===== config.mk =====
export PLATFORM = sky130hd
export DESIGN_NAME = h264_avcc_to_annexb
export DESIGN_NICKNAME = d
export VERILOG_FILES = /design/src/design/avc2ab_pkg.sv /design/src/design/avc2ab_ram.sv /design/src/design/avc2ab_front.sv /design/src/design/avc2ab_queue.sv /design/src/design/avc2ab_back.sv /design/src/design/h264_avcc_to_annexb.sv
export SDC_FILE = /design/constraint.sdc
export NUM_CORES = 2
export LEC_CHECK = 0
export BUFFER_PORTS_ARGS = -buffer_cell sky130_fd_sc_hd__clkbuf_2
export CAP_MARGIN = 10
export CORE_MARGIN = 10
export CORE_UTILIZATION = 54
export DETAILED_ROUTE_END_ITERATION = 16
export PLACE_DENSITY = 0.71
export SYNTH_ARGS = -nofsm -noshare
export SYNTH_HDL_FRONTEND = slang
export SYNTH_HIERARCHICAL = 1
export SYNTH_SLANG_ARGS = --single-unit

===== constraint.sdc =====
create_clock -name clk -period 18.3 [get_ports clk]
set_input_delay 2.745 -clock clk [delete_from_list [all_inputs] [get_ports clk]]
set_output_delay 2.745 -clock clk [all_outputs]
set_load 0.1 [all_outputs]

===== src/design/avc2ab_pkg.sv =====
// Shared types and constants of the length-prefix to start-code converter.
// Used by every module of the block but the RAM; depends on nothing.
`default_nettype none
package avc2ab_pkg;

  localparam int BLOB_BYTES = 128;
  localparam int BLOB_AW = $clog2(BLOB_BYTES);
  localparam int LEN_W = $clog2(BLOB_BYTES + 1);
  localparam int POS_W = $clog2(BLOB_BYTES + 6);

  localparam logic CMD_RECORD = 1'b0;
  localparam logic CMD_PACKET = 1'b1;

  localparam logic [2:0] ST_DATA     = 3'd0;
  localparam logic [2:0] ST_PKT_DONE = 3'd1;
  localparam logic [2:0] ST_PKT_BAD  = 3'd2;
  localparam logic [2:0] ST_REC_OK   = 3'd3;
  localparam logic [2:0] ST_REC_BAD  = 3'd4;

  localparam logic [4:0] NAL_TYPE_SLICE = 5'd1;
  localparam logic [4:0] NAL_TYPE_IDR   = 5'd5;
  localparam logic [31:0] START_CODE = 32'h0000_0001;
  localparam logic [7:0] AVCC_VERSION = 8'd1;
  localparam logic [1:0] PREFIX_SIZE_BAD = 2'd2;

  typedef enum logic [3:0] {
    RP_HEADER, RP_LENGTH, RP_SPSCOUNT, RP_SIZEHI, RP_SIZELO,
    RP_UNIT, RP_PPSCOUNT, RP_DONE, RP_BAD
  } rec_phase_t;

  typedef enum logic [1:0] {PP_PREFIX, PP_PAYLOAD, PP_DROP} pkt_phase_t;

  typedef enum logic [1:0] {BK_RUN, BK_FETCH, BK_APPEND, BK_EMIT} back_state_t;

  typedef struct packed {
    logic             sc;
    logic             has_byte;
    logic             blob;
    logic [7:0]       data;
    logic [2:0]       status;
    logic [LEN_W-1:0] blob_len;
  } job_t;

  typedef struct packed {
    logic               we;
    logic [BLOB_AW-1:0] addr;
    logic [7:0]         data;
  } blob_wr_t;

endpackage
`default_nettype wire


===== src/design/avc2ab_ram.sv =====
// Generic single-port-write, single-port-read RAM with registered read data.
// Depends on nothing.
`default_nettype none
module avc2ab_ram #(
  parameter int WIDTH = 8,
  parameter int DEPTH = 128
) (
  input  logic                     clk,
  input  logic                     we,
  input  logic [$clog2(DEPTH)-1:0] waddr,
  input  logic [WIDTH-1:0]         wdata,
  input  logic                     re,
  input  logic [$clog2(DEPTH)-1:0] raddr,
  output logic [WIDTH-1:0]         rdata
);

  logic [WIDTH-1:0] mem [DEPTH];

  always_ff @(posedge clk) begin
    if (we) begin
      mem[waddr] <= wdata;
    end
    if (re) begin
      rdata <= mem[raddr];
    end
  end

endmodule
`default_nettype wire


===== src/design/avc2ab_front.sv =====
// Front end: parses record and packet bytes, keeps the conversion state,
// fills the parameter-set memory and issues jobs. Depends on avc2ab_pkg.
`default_nettype none
module avc2ab_front (
  input  logic                clk,
  input  logic                rst,
  input  logic                push,
  input  logic                cmd,
  input  logic [7:0]          data_byte,
  input  logic                last_byte,
  input  logic                q_full,
  input  logic                q_empty,
  output logic                full,
  output logic                job_push,
  output avc2ab_pkg::job_t     job,
  output avc2ab_pkg::blob_wr_t blob_wr
);
  import avc2ab_pkg::*;

  logic               converting, converting_next;
  logic [2:0]         prefix_bytes, prefix_bytes_next;
  logic               idr_pending, idr_pending_next;
  logic [LEN_W-1:0]   blob_length, blob_length_next;
  pkt_phase_t         packet_phase, packet_phase_next;
  logic [2:0]         byte_counter, byte_counter_next;
  logic [31:0]        nal_remaining, nal_remaining_next;
  rec_phase_t         record_phase, record_phase_next;
  logic [2:0]         record_offset, record_offset_next;
  logic [7:0]         units_left, units_left_next;
  logic [15:0]        unit_remaining, unit_remaining_next;
  logic               pps_phase, pps_phase_next;
  logic [2:0]         fill_cnt, fill_cnt_next;
  logic [BLOB_AW-1:0] fill_addr, fill_addr_next;
  logic               accept;

  assign full = (fill_cnt != 3'd0) || q_full || ((cmd == CMD_RECORD) && !q_empty);
  assign accept = push && !full;

  always_comb begin
    logic [15:0] usize;
    logic [16:0] need;
    logic [7:0]  ul;
    logic        unit_end;
    logic [31:0] nr;
    logic [2:0]  bcn;
    logic [2:0]  st;
    converting_next     = converting;
    prefix_bytes_next   = prefix_bytes;
    idr_pending_next    = idr_pending;
    blob_length_next    = blob_length;
    packet_phase_next   = packet_phase;
    byte_counter_next   = byte_counter;
    nal_remaining_next  = nal_remaining;
    record_phase_next   = record_phase;
    record_offset_next  = record_offset;
    units_left_next     = units_left;
    unit_remaining_next = unit_remaining;
    pps_phase_next      = pps_phase;
    fill_cnt_next       = fill_cnt;
    fill_addr_next      = fill_addr;
    job                 = '0;
    job.blob_len        = blob_length;
    job_push            = 1'b0;
    blob_wr             = '0;
    usize    = {unit_remaining[15:8], data_byte};
    need     = 17'(blob_length) + 17'd4 + 17'(usize);
    ul       = units_left;
    unit_end = 1'b0;
    nr       = {nal_remaining[23:0], data_byte};
    bcn      = byte_counter + 3'd1;
    st       = ST_DATA;

    if (fill_cnt != 3'd0) begin
      blob_wr.we     = 1'b1;
      blob_wr.addr   = fill_addr;
      blob_wr.data   = (fill_cnt == 3'd1) ? 8'd1 : 8'd0;
      fill_cnt_next  = fill_cnt - 3'd1;
      fill_addr_next = fill_addr + BLOB_AW'(1);
    end

    if (accept && cmd == CMD_RECORD) begin
      packet_phase_next  = PP_PREFIX;
      byte_counter_next  = 3'd0;
      nal_remaining_next = 32'd0;
      if (record_phase == RP_HEADER && record_offset == 3'd0) begin
        converting_next     = 1'b0;
        blob_length_next    = '0;
        pps_phase_next      = 1'b0;
        units_left_next     = 8'd0;
        unit_remaining_next = 16'd0;
      end
      unique case (record_phase)
        RP_HEADER: begin
          if (record_offset == 3'd0 && data_byte != AVCC_VERSION) begin
            record_phase_next = RP_BAD;
          end else if (record_offset >= 3'd3) begin
            record_phase_next  = RP_LENGTH;
            record_offset_next = 3'd0;
          end else begin
            record_offset_next = record_offset + 3'd1;
          end
        end
        RP_LENGTH: begin
          if (data_byte[1:0] == PREFIX_SIZE_BAD) begin
            record_phase_next = RP_BAD;
          end else begin
            prefix_bytes_next = {1'b0, data_byte[1:0]} + 3'd1;
            record_phase_next = RP_SPSCOUNT;
          end
        end
        RP_SPSCOUNT: begin
          units_left_next = {3'b000, data_byte[4:0]};
          if (data_byte[4:0] == 5'd0) begin
            pps_phase_next    = 1'b1;
            record_phase_next = RP_PPSCOUNT;
          end else begin
            record_phase_next = RP_SIZEHI;
          end
        end
        RP_PPSCOUNT: begin
          units_left_next   = data_byte;
          record_phase_next = (data_byte == 8'd0) ? RP_DONE : RP_SIZEHI;
        end
        RP_SIZEHI: begin
          unit_remaining_next = {data_byte, 8'h00};
          record_phase_next   = RP_SIZELO;
        end
        RP_SIZELO: begin
          unit_remaining_next = usize;
          if (need > 17'(BLOB_BYTES)) begin
            record_phase_next = RP_BAD;
          end else begin
            fill_cnt_next    = 3'd4;
            fill_addr_next   = blob_length[BLOB_AW-1:0];
            blob_length_next = blob_length + LEN_W'(4);
            ul               = units_left - 8'd1;
            units_left_next  = ul;
            if (usize == 16'd0) begin
              unit_end = 1'b1;
            end else begin
              record_phase_next = RP_UNIT;
            end
          end
        end
        RP_UNIT: begin
          if (blob_length < LEN_W'(BLOB_BYTES)) begin
            blob_wr.we       = 1'b1;
            blob_wr.addr     = blob_length[BLOB_AW-1:0];
            blob_wr.data     = data_byte;
            blob_length_next = blob_length + LEN_W'(1);
          end
          unit_remaining_next = unit_remaining - 16'd1;
          if (unit_remaining == 16'd1) begin
            unit_end = 1'b1;
          end
        end
        RP_DONE: begin
        end
        default: begin
          record_phase_next = RP_BAD;
        end
      endcase
      if (unit_end) begin
        if (ul != 8'd0) begin
          record_phase_next = RP_SIZEHI;
        end else if (pps_phase) begin
          record_phase_next = RP_DONE;
        end else begin
          pps_phase_next    = 1'b1;
          record_phase_next = RP_PPSCOUNT;
        end
      end
      if (last_byte) begin
        if (record_phase_next == RP_DONE) begin
          converting_next  = 1'b1;
          idr_pending_next = 1'b1;
          job.status       = ST_REC_OK;
        end else begin
          converting_next  = 1'b0;
          blob_length_next = '0;
          job.status       = ST_REC_BAD;
        end
        job_push            = 1'b1;
        record_phase_next   = RP_HEADER;
        record_offset_next  = 3'd0;
        pps_phase_next      = 1'b0;
        units_left_next     = 8'd0;
        unit_remaining_next = 16'd0;
      end
    end else if (accept && !converting) begin
      job.has_byte = 1'b1;
      job.data     = data_byte;
      job.status   = last_byte ? ST_PKT_DONE : ST_DATA;
      job_push     = 1'b1;
    end else if (accept) begin
      job.data = data_byte;
      unique case (packet_phase)
        PP_PAYLOAD: begin
          if (byte_counter == 3'd0) begin
            if (idr_pending && data_byte[4:0] == NAL_TYPE_IDR) begin
              job.blob         = (blob_length != '0);
              idr_pending_next = 1'b0;
            end else if (!idr_pending && data_byte[4:0] == NAL_TYPE_SLICE) begin
              idr_pending_next = 1'b1;
            end
            job.sc            = 1'b1;
            byte_counter_next = 3'd1;
          end
          job.has_byte       = 1'b1;
          nal_remaining_next = nal_remaining - 32'd1;
          if (nal_remaining == 32'd1) begin
            packet_phase_next = PP_PREFIX;
            byte_counter_next = 3'd0;
            st = last_byte ? ST_PKT_DONE : ST_DATA;
          end else begin
            st = last_byte ? ST_PKT_BAD : ST_DATA;
          end
        end
        PP_DROP: begin
          st = last_byte ? ST_PKT_BAD : ST_DATA;
        end
        default: begin
          nal_remaining_next = nr;
          byte_counter_next  = bcn;
          if (bcn >= prefix_bytes) begin
            byte_counter_next = 3'd0;
            if (prefix_bytes >= 3'd4 && nr[31]) begin
              packet_phase_next = PP_DROP;
              st = last_byte ? ST_PKT_BAD : ST_DATA;
            end else if (nr == 32'd0) begin
              packet_phase_next = PP_PREFIX;
              job.sc = 1'b1;
              st = last_byte ? ST_PKT_DONE : ST_DATA;
            end else begin
              packet_phase_next = PP_PAYLOAD;
              st = last_byte ? ST_PKT_BAD : ST_DATA;
            end
          end else begin
            st = last_byte ? ST_PKT_BAD : ST_DATA;
          end
        end
      endcase
      job.status = st;
      job_push   = job.sc || job.has_byte || last_byte;
      if (last_byte) begin
        packet_phase_next  = PP_PREFIX;
        byte_counter_next  = 3'd0;
        nal_remaining_next = 32'd0;
      end
    end
  end

  always_ff @(posedge clk) begin
    if (rst) begin
      converting     <= 1'b0;
      prefix_bytes   <= 3'd4;
      idr_pending    <= 1'b1;
      blob_length    <= '0;
      packet_phase   <= PP_PREFIX;
      byte_counter   <= 3'd0;
      nal_remaining  <= 32'd0;
      record_phase   <= RP_HEADER;
      record_offset  <= 3'd0;
      units_left     <= 8'd0;
      unit_remaining <= 16'd0;
      pps_phase      <= 1'b0;
      fill_cnt       <= 3'd0;
      fill_addr      <= '0;
    end else begin
      converting     <= converting_next;
      prefix_bytes   <= prefix_bytes_next;
      idr_pending    <= idr_pending_next;
      blob_length    <= blob_length_next;
      packet_phase   <= packet_phase_next;
      byte_counter   <= byte_counter_next;
      nal_remaining  <= nal_remaining_next;
      record_phase   <= record_phase_next;
      record_offset  <= record_offset_next;
      units_left     <= units_left_next;
      unit_remaining <= unit_remaining_next;
      pps_phase      <= pps_phase_next;
      fill_cnt       <= fill_cnt_next;
      fill_addr      <= fill_addr_next;
    end
  end

endmodule
`default_nettype wire


===== src/design/avc2ab_queue.sv =====
// Two-entry job queue between the front and back ends.
// Depends on avc2ab_pkg.
`default_nettype none
module avc2ab_queue (
  input  logic            clk,
  input  logic            rst,
  input  logic            wr,
  input  avc2ab_pkg::job_t wr_job,
  input  logic            rd,
  output avc2ab_pkg::job_t head,
  output logic            q_empty,
  output logic            q_full
);
  import avc2ab_pkg::*;

  job_t       slots [2];
  logic       wptr;
  logic       rptr;
  logic [1:0] cnt;

  assign head    = slots[rptr];
  assign q_empty = (cnt == 2'd0);
  assign q_full  = (cnt == 2'd2);

  always_ff @(posedge clk) begin
    if (wr) begin
      slots[wptr] <= wr_job;
    end
  end

  always_ff @(posedge clk) begin
    if (rst) begin
      wptr <= 1'b0;
      rptr <= 1'b0;
      cnt  <= 2'd0;
    end else begin
      if (wr) begin
        wptr <= ~wptr;
      end
      if (rd) begin
        rptr <= ~rptr;
      end
      cnt <= cnt + 2'(wr) - 2'(rd);
    end
  end

endmodule
`default_nettype wire


===== src/design/avc2ab_back.sv =====
// Back end: turns jobs into packed result words, reading the parameter-set
// memory when a set must be inserted. Depends on avc2ab_pkg.
`default_nettype none
module avc2ab_back (
  input  logic                       clk,
  input  logic                       rst,
  input  logic                       q_empty,
  input  avc2ab_pkg::job_t            head,
  output logic                       q_pop,
  output logic                       ram_re,
  output logic [avc2ab_pkg::BLOB_AW-1:0] ram_raddr,
  input  logic [7:0]                 ram_rdata,
  input  logic                       pop,
  output logic                       empty,
  output logic [31:0]                out_word,
  output logic [2:0]                 out_count,
  output logic                       end_of_run,
  output logic [2:0]                 status
);
  import avc2ab_pkg::*;

  back_state_t      state, state_next;
  logic             sc_done, sc_done_next;
  logic [POS_W-1:0] pos, pos_next;
  logic [31:0]      acc, acc_next;
  logic [2:0]       nb, nb_next;
  logic             out_valid;
  logic             slot_free;
  logic             ld;
  logic [31:0]      ld_word;
  logic [2:0]       ld_count;
  logic             ld_end;
  logic [2:0]       ld_status;
  logic [POS_W-1:0] blen;
  logic             done;
  logic             last_pos;

  assign empty     = !out_valid;
  assign slot_free = !out_valid || pop;
  assign blen      = POS_W'(head.blob_len);
  assign done      = (pos == blen + POS_W'(5));
  assign last_pos  = (pos == blen + POS_W'(4));

  always_comb begin
    state_next = state;
    unique case (state)
      BK_RUN: begin
        if (!q_empty && head.blob) begin
          state_next = BK_FETCH;
        end
      end
      BK_FETCH: begin
        state_next = BK_APPEND;
      end
      BK_APPEND: begin
        state_next = (nb == 3'd3 || last_pos) ? BK_EMIT : BK_FETCH;
      end
      BK_EMIT: begin
        if (slot_free) begin
          state_next = done ? BK_RUN : BK_FETCH;
        end
      end
    endcase
  end

  always_comb begin
    logic [7:0] b;
    b = head.data;
    sc_done_next = sc_done;
    pos_next     = pos;
    acc_next     = acc;
    nb_next      = nb;
    q_pop        = 1'b0;
    ram_re       = 1'b0;
    ram_raddr    = pos[BLOB_AW-1:0];
    ld           = 1'b0;
    ld_word      = 32'd0;
    ld_count     = 3'd0;
    ld_end       = 1'b0;
    ld_status    = ST_DATA;
    unique case (state)
      BK_RUN: begin
        pos_next = '0;
        acc_next = 32'd0;
        nb_next  = 3'd0;
        if (!q_empty && !head.blob && slot_free) begin
          ld = 1'b1;
          if (head.sc && !sc_done) begin
            ld_word   = START_CODE;
            ld_count  = 3'd4;
            ld_end    = !head.has_byte;
            ld_status = head.has_byte ? ST_DATA : head.status;
            if (head.has_byte) begin
              sc_done_next = 1'b1;
            end else begin
              q_pop = 1'b1;
            end
          end else begin
            ld_word      = head.has_byte ? {head.data, 24'd0} : 32'd0;
            ld_count     = head.has_byte ? 3'd1 : 3'd0;
            ld_end       = 1'b1;
            ld_status    = head.status;
            sc_done_next = 1'b0;
            q_pop        = 1'b1;
          end
        end
      end
      BK_FETCH: begin
        ram_re = (pos < blen);
      end
      BK_APPEND: begin
        if (pos < blen) begin
          b = ram_rdata;
        end else if (pos < blen + POS_W'(4)) begin
          b = (pos == blen + POS_W'(3)) ? 8'd1 : 8'd0;
        end
        acc_next = acc | ({b, 24'd0} >> {nb[1:0], 3'b000});
        nb_next  = nb + 3'd1;
        pos_next = pos + POS_W'(1);
      end
      BK_EMIT: begin
        if (slot_free) begin
          ld        = 1'b1;
          ld_word   = acc;
          ld_count  = nb;
          ld_end    = done;
          ld_status = done ? head.status : ST_DATA;
          acc_next  = 32'd0;
          nb_next   = 3'd0;
          q_pop     = done;
        end
      end
    endcase
  end

  always_ff @(posedge clk) begin
    if (rst) begin
      state     <= BK_RUN;
      sc_done   <= 1'b0;
      out_valid <= 1'b0;
    end else begin
      state   <= state_next;
      sc_done <= sc_done_next;
      if (ld) begin
        out_valid <= 1'b1;
      end else if (pop) begin
        out_valid <= 1'b0;
      end
    end
  end

  always_ff @(posedge clk) begin
    pos <= pos_next;
    acc <= acc_next;
    nb  <= nb_next;
    if (ld) begin
      out_word   <= ld_word;
      out_count  <= ld_count;
      end_of_run <= ld_end;
      status     <= ld_status;
    end
  end

endmodule
`default_nettype wire


===== src/design/h264_avcc_to_annexb.sv =====
// Length-prefixed to start-code converter: an accepted item goes through the job queue and
// then the output register. Packet bytes go through at one item a cycle while neither is held;
// a NAL start with a first byte gives two results (start code and byte). Inserting the sets
// fetches and appends each inserted byte (stored sets, start code and NAL byte) in turn, set
// by the single read port of the set memory, and emits a word per four bytes or at the end.
// Record bytes wait until the job queue is empty, and each stored unit holds input while its
// start code is written. Reset is synchronous; the memory is not cleared.
`default_nettype none
module h264_avcc_to_annexb (
  input  logic        clk,
  input  logic        rst,
  input  logic        push,
  output logic        full,
  input  logic        cmd,
  input  logic [7:0]  data_byte,
  input  logic        last_byte,
  output logic        empty,
  input  logic        pop,
  output logic [31:0] out_word,
  output logic [2:0]  out_count,
  output logic        end_of_run,
  output logic [2:0]  status
);
  import avc2ab_pkg::*;

  job_t               fe_job;
  logic               fe_push;
  blob_wr_t           blob_wr;
  job_t               q_head;
  logic               q_empty;
  logic               q_full;
  logic               q_pop;
  logic               ram_re;
  logic [BLOB_AW-1:0] ram_raddr;
  logic [7:0]         ram_rdata;

  avc2ab_front u_front (
    .clk       (clk),
    .rst       (rst),
    .push      (push),
    .cmd       (cmd),
    .data_byte (data_byte),
    .last_byte (last_byte),
    .q_full    (q_full),
    .q_empty   (q_empty),
    .full      (full),
    .job_push  (fe_push),
    .job       (fe_job),
    .blob_wr   (blob_wr)
  );

  avc2ab_queue u_queue (
    .clk     (clk),
    .rst     (rst),
    .wr      (fe_push),
    .wr_job  (fe_job),
    .rd      (q_pop),
    .head    (q_head),
    .q_empty (q_empty),
    .q_full  (q_full)
  );

  avc2ab_ram #(
    .WIDTH (8),
    .DEPTH (BLOB_BYTES)
  ) u_blob_ram (
    .clk   (clk),
    .we    (blob_wr.we),
    .waddr (blob_wr.addr),
    .wdata (blob_wr.data),
    .re    (ram_re),
    .raddr (ram_raddr),
    .rdata (ram_rdata)
  );

  avc2ab_back u_back (
    .clk        (clk),
    .rst        (rst),
    .q_empty    (q_empty),
    .head       (q_head),
    .q_pop      (q_pop),
    .ram_re     (ram_re),
    .ram_raddr  (ram_raddr),
    .ram_rdata  (ram_rdata),
    .pop        (pop),
    .empty      (empty),
    .out_word   (out_word),
    .out_count  (out_count),
    .end_of_run (end_of_run),
    .status     (status)
  );

endmodule
`default_nettype wire


==> summary.md <==
| Metric | Value |
|---|---|
| Status | `finished, final reports clean` |
| Routed wl met3 | `roughly 12000 um` |
| CP Max Fanout | `6` |
| Post-DP HPWL | `78930 um` |
| Num ports | `55` |
| # Max-Cap Violations | `0` |
| Worst path required time | `15.55 ns` |
| Mapped Nets | `roughly 3200` |
| Worst-path clk slew | `0.06 ns` |
| Seq/Total Area, Yosys | `0.6903` |
| Area after DPL | `approximately 55000 um2` |
| Routed wire length per instance | `between 20 and 30 um` |
| Most common cell in the netlist | `edfxtp_1` |
| Placeable Area | `98130 um2` |
| Startpoint types | `input port` |
| Most common flop cell mapped by yosys | `edfxtp_1` |
| Cells on worst reg2reg path | `7` |
| Antenna viol nets, final | `0` |
| Dpl cells | `between 4000 and 5000` |
| Arrival @ worst endpoint | `around 3.6 ns` |
| CTS tree | `done` |
| Root Buffer | `clkbuf_16` |
| Period minus WS final | `6.372 ns` |
| Initial core utilization | `0.5432` |
| Post-synth EDFFs | `1158` |
| Routed wl met2 | `60200 um` |
| FFs w/ async S/R, synth | `0` |
| Setup Fix Bufs, Post-CTS | `0` |
| Initial antenna violation count | `1` |
| Die W | `334.2 um` |
| Largest net degree at the start of global routing | `185` |
| Unique masters post-synth | `87` |
| Worst Hold End | `u_front/nal_remaining[30]` |
| Synth Cell Area | `53300 um2` |
| Post-CTS resize count | `0` |
| Leak Pwr | `0.01886 uW` |
| Fin. max-slew vios | `0` |
| Gr usage total | `0.2237` |
| Fin area | `around 60000 um2` |
| Global-route wire length before repair | `191000 um` |
| Top cell type's share of synthesized area | `0.6524` |
| RSZ-0062 raised after global routing | `no` |
| H-tree depth | `3` |
| #FFs+latches synth | `1259` |
| Final hold vios | `0` |
| Non-filler instance count after layout | `4549` |
| Post-synth top cells | `edfxtp_1 (1158), mux4_2 (336), nor2_1 (272)` |
| WHS Path Cells | `2` |
| Slew HR | `0.1588` |
| Kind of critical path | `in -> out` |
| Fmax | `156.9 MHz` |
| Area of the die | `111700 um2` |
| Site Rows | `between 100 and 150` |
| Routability Congestion | `0.9047` |
| Nets | `3246` |
| Number of global-route vias before repair | `between 20000 and 30000` |
| Synth top area cells | `edfxtp_1 (65%), mux4_2 (14%), dfxtp_1 (3.8%)` |
| Share of layout cells above drive strength 1 | `0.2149` |
| Vias | `between 20000 and 30000` |
| Highest routed layer | `met4` |
| Worst Max-Slew Pin Slew | `1.257 ns` |
| Reg2reg setup slack | `13.05 ns` |
| Area grow syn2layout | `10.46%` |
| Worst R2R Start | `u_back/pos[0]` |
| Max clock buf depth | `3` |
| CTS Buf Count | `118` |
| Mapped Cells | `3103` |
| Hold Buf Count CTS | `0` |
| Tcrit/Tclk final | `0.3482` |
| Setup violators final | `0` |
| First drt pass iteration count | `6` |
| Class of the worst hold path | `reg -> reg` |
| Clk sink count | `around 1300` |
| Clock skew | `0.07511 ns` |
| Area leader, netlist | `edfxtp_1` |
| Max VDD drop | `96.42 uV` |
| Total number of yosys warnings | `6` |
| Reg-to-reg endpoint | `u_blob_ram/rdata[4]` |
| Vias per cell | `6.516` |
| Final antenna diode count | `0` |
| M1 WL | `50350 um` |
| Critical path capture point type | `output pin` |
| Pwr dens | `134.0 nW/um2` |
| Final wirelength | `125300 um` |
| GR Overflow Total | `0` |
| Die Y | `334.2 um` |
| Hold Crit Start | `u_front/nal_remaining[30]` |
| DRC | `0` |
| Finished Core Util | `0.6000` |
| Post-Syn Area per Cell | `17.18 um2` |
| Fin Hold WS | `0.4941 ns` |
| Clock insertion delay at the later pin of the skew report | `roughly 0.73 ns` |
| TNS Setup | `0 ns` |
| Starting DRT DRC Count | `between 3000 and 4000` |
| PortBufs | `54` |
==> registers in the layout, indices dropped and copies added (netlist names), 3 cells and up, named ones only <==
signal,flops
u_blob_ram/mem,1024
u_queue/slots,44
u_back/acc,32
u_back/out_word,32
u_front/nal_remaining,32
u_front/unit_remaining,16
u_back/pos,8
u_blob_ram/rdata,8
u_front/blob_length,8
u_front/units_left,8
u_front/fill_addr,7
u_front/record_phase,4
u_back/nb,3
u_back/out_count,3
u_back/status,3
u_front/byte_counter,3
u_front/fill_cnt,3
u_front/prefix_bytes,3
u_front/record_offset,3
==> cells in the final DEF, fill, tap and decap left out, drive strengths merged, types with 8 or more instances in the layout <==
master / netlist / layout
clkinv: 0 / 62
nor2: 273 / 273
or3: 14 / 14
clkbuf: 97 / 189
nand4: 13 / 13
a21o: 18 / 18
o21ai: 108 / 108
nor3: 53 / 53
inv: 61 / 69
nor4: 29 / 29
o211ai: 10 / 10
nand3: 58 / 58
a22o: 19 / 19
xnor2: 45 / 45
buf: 67 / 44
o2111ai: 8 / 8
dfxtp: 101 / 101
ha: 72 / 72
edfxtp: 1158 / 1158
a22oi: 28 / 28
bufinv: 0 / 16
nor2b: 27 / 27
nand2: 155 / 155
a21oi: 75 / 75
o31ai: 19 / 19
mux2: 32 / 32
a31oi: 14 / 14
nand2b: 17 / 17
and2: 46 / 46
mux4: 336 / 336
xor2: 23 / 23
a211oi: 13 / 13
and3: 19 / 19
==> through the flow <==
step,power (uW),setup WS [ns]
floorplan,4852,6.766
global placement,5407,11.66
detailed placement,5438,11.61
CTS,7928,11.92
global route,8155,11.90
finish,7888,11.93
==> worst max-delay path by stage <==
| stage | from | end | slack (ns) |
|---|---|---|---|
| 2_1_floorplan | push | u_blob_ram/mem[0][1] | 6.77 |
| 3_3_place_gp | push | u_blob_ram/mem[55][2] | 11.66 |
| 3_5_place_dp | push | u_blob_ram/mem[55][2] | 11.61 |
| 4_1_cts | cmd | full | 11.92 |
| 5_1_grt | cmd | full | 11.90 |
| 6_report | cmd | full | 11.93 |
==> power by group <==
group | switching, uW | internal (uW) | total (uW)
clock | 1090 | 1420 | 2510
combinational | 1200 | 872 | 2070
sequential | 52.3 | 3260 | 3310
==> kinds of logic after synthesis <==
group	Yosys count	synth area share
mux	374	0.1499
compound gates	379	0.04786
xor+xnor	69	0.01174
fa+ha+maj	73	0.01728
buf+inv	225	0.01805
flops	1259	0.6903
simple gates	724	0.06490
==> critical path: stages <==
cell and delay (ns):
clkbuf_2 0.13, o21a_1 0.21, inv_1 0.08, clkbuf_2 0.45
==> area by class of cell <==
type	instances	area, um2
Clock buffer	133	3009
Clock inverter	90	999.7
Fill cell	6959	39250
Inverter	61	229.0
Multi-Input combinational cell	1619	15600
Sequential cell	1259	36800
Tap cell	1287	1610
Timing Repair Buffer	100	635.6
==> metal layers <==
metal,GRT usage,vias up
li1,-,12500
met1,0.3200,15340
met5,0,-
met4,0.06129,0
met3,0.03996,208
met2,0.3538,1587
Power figures use the tool's default switching activity.
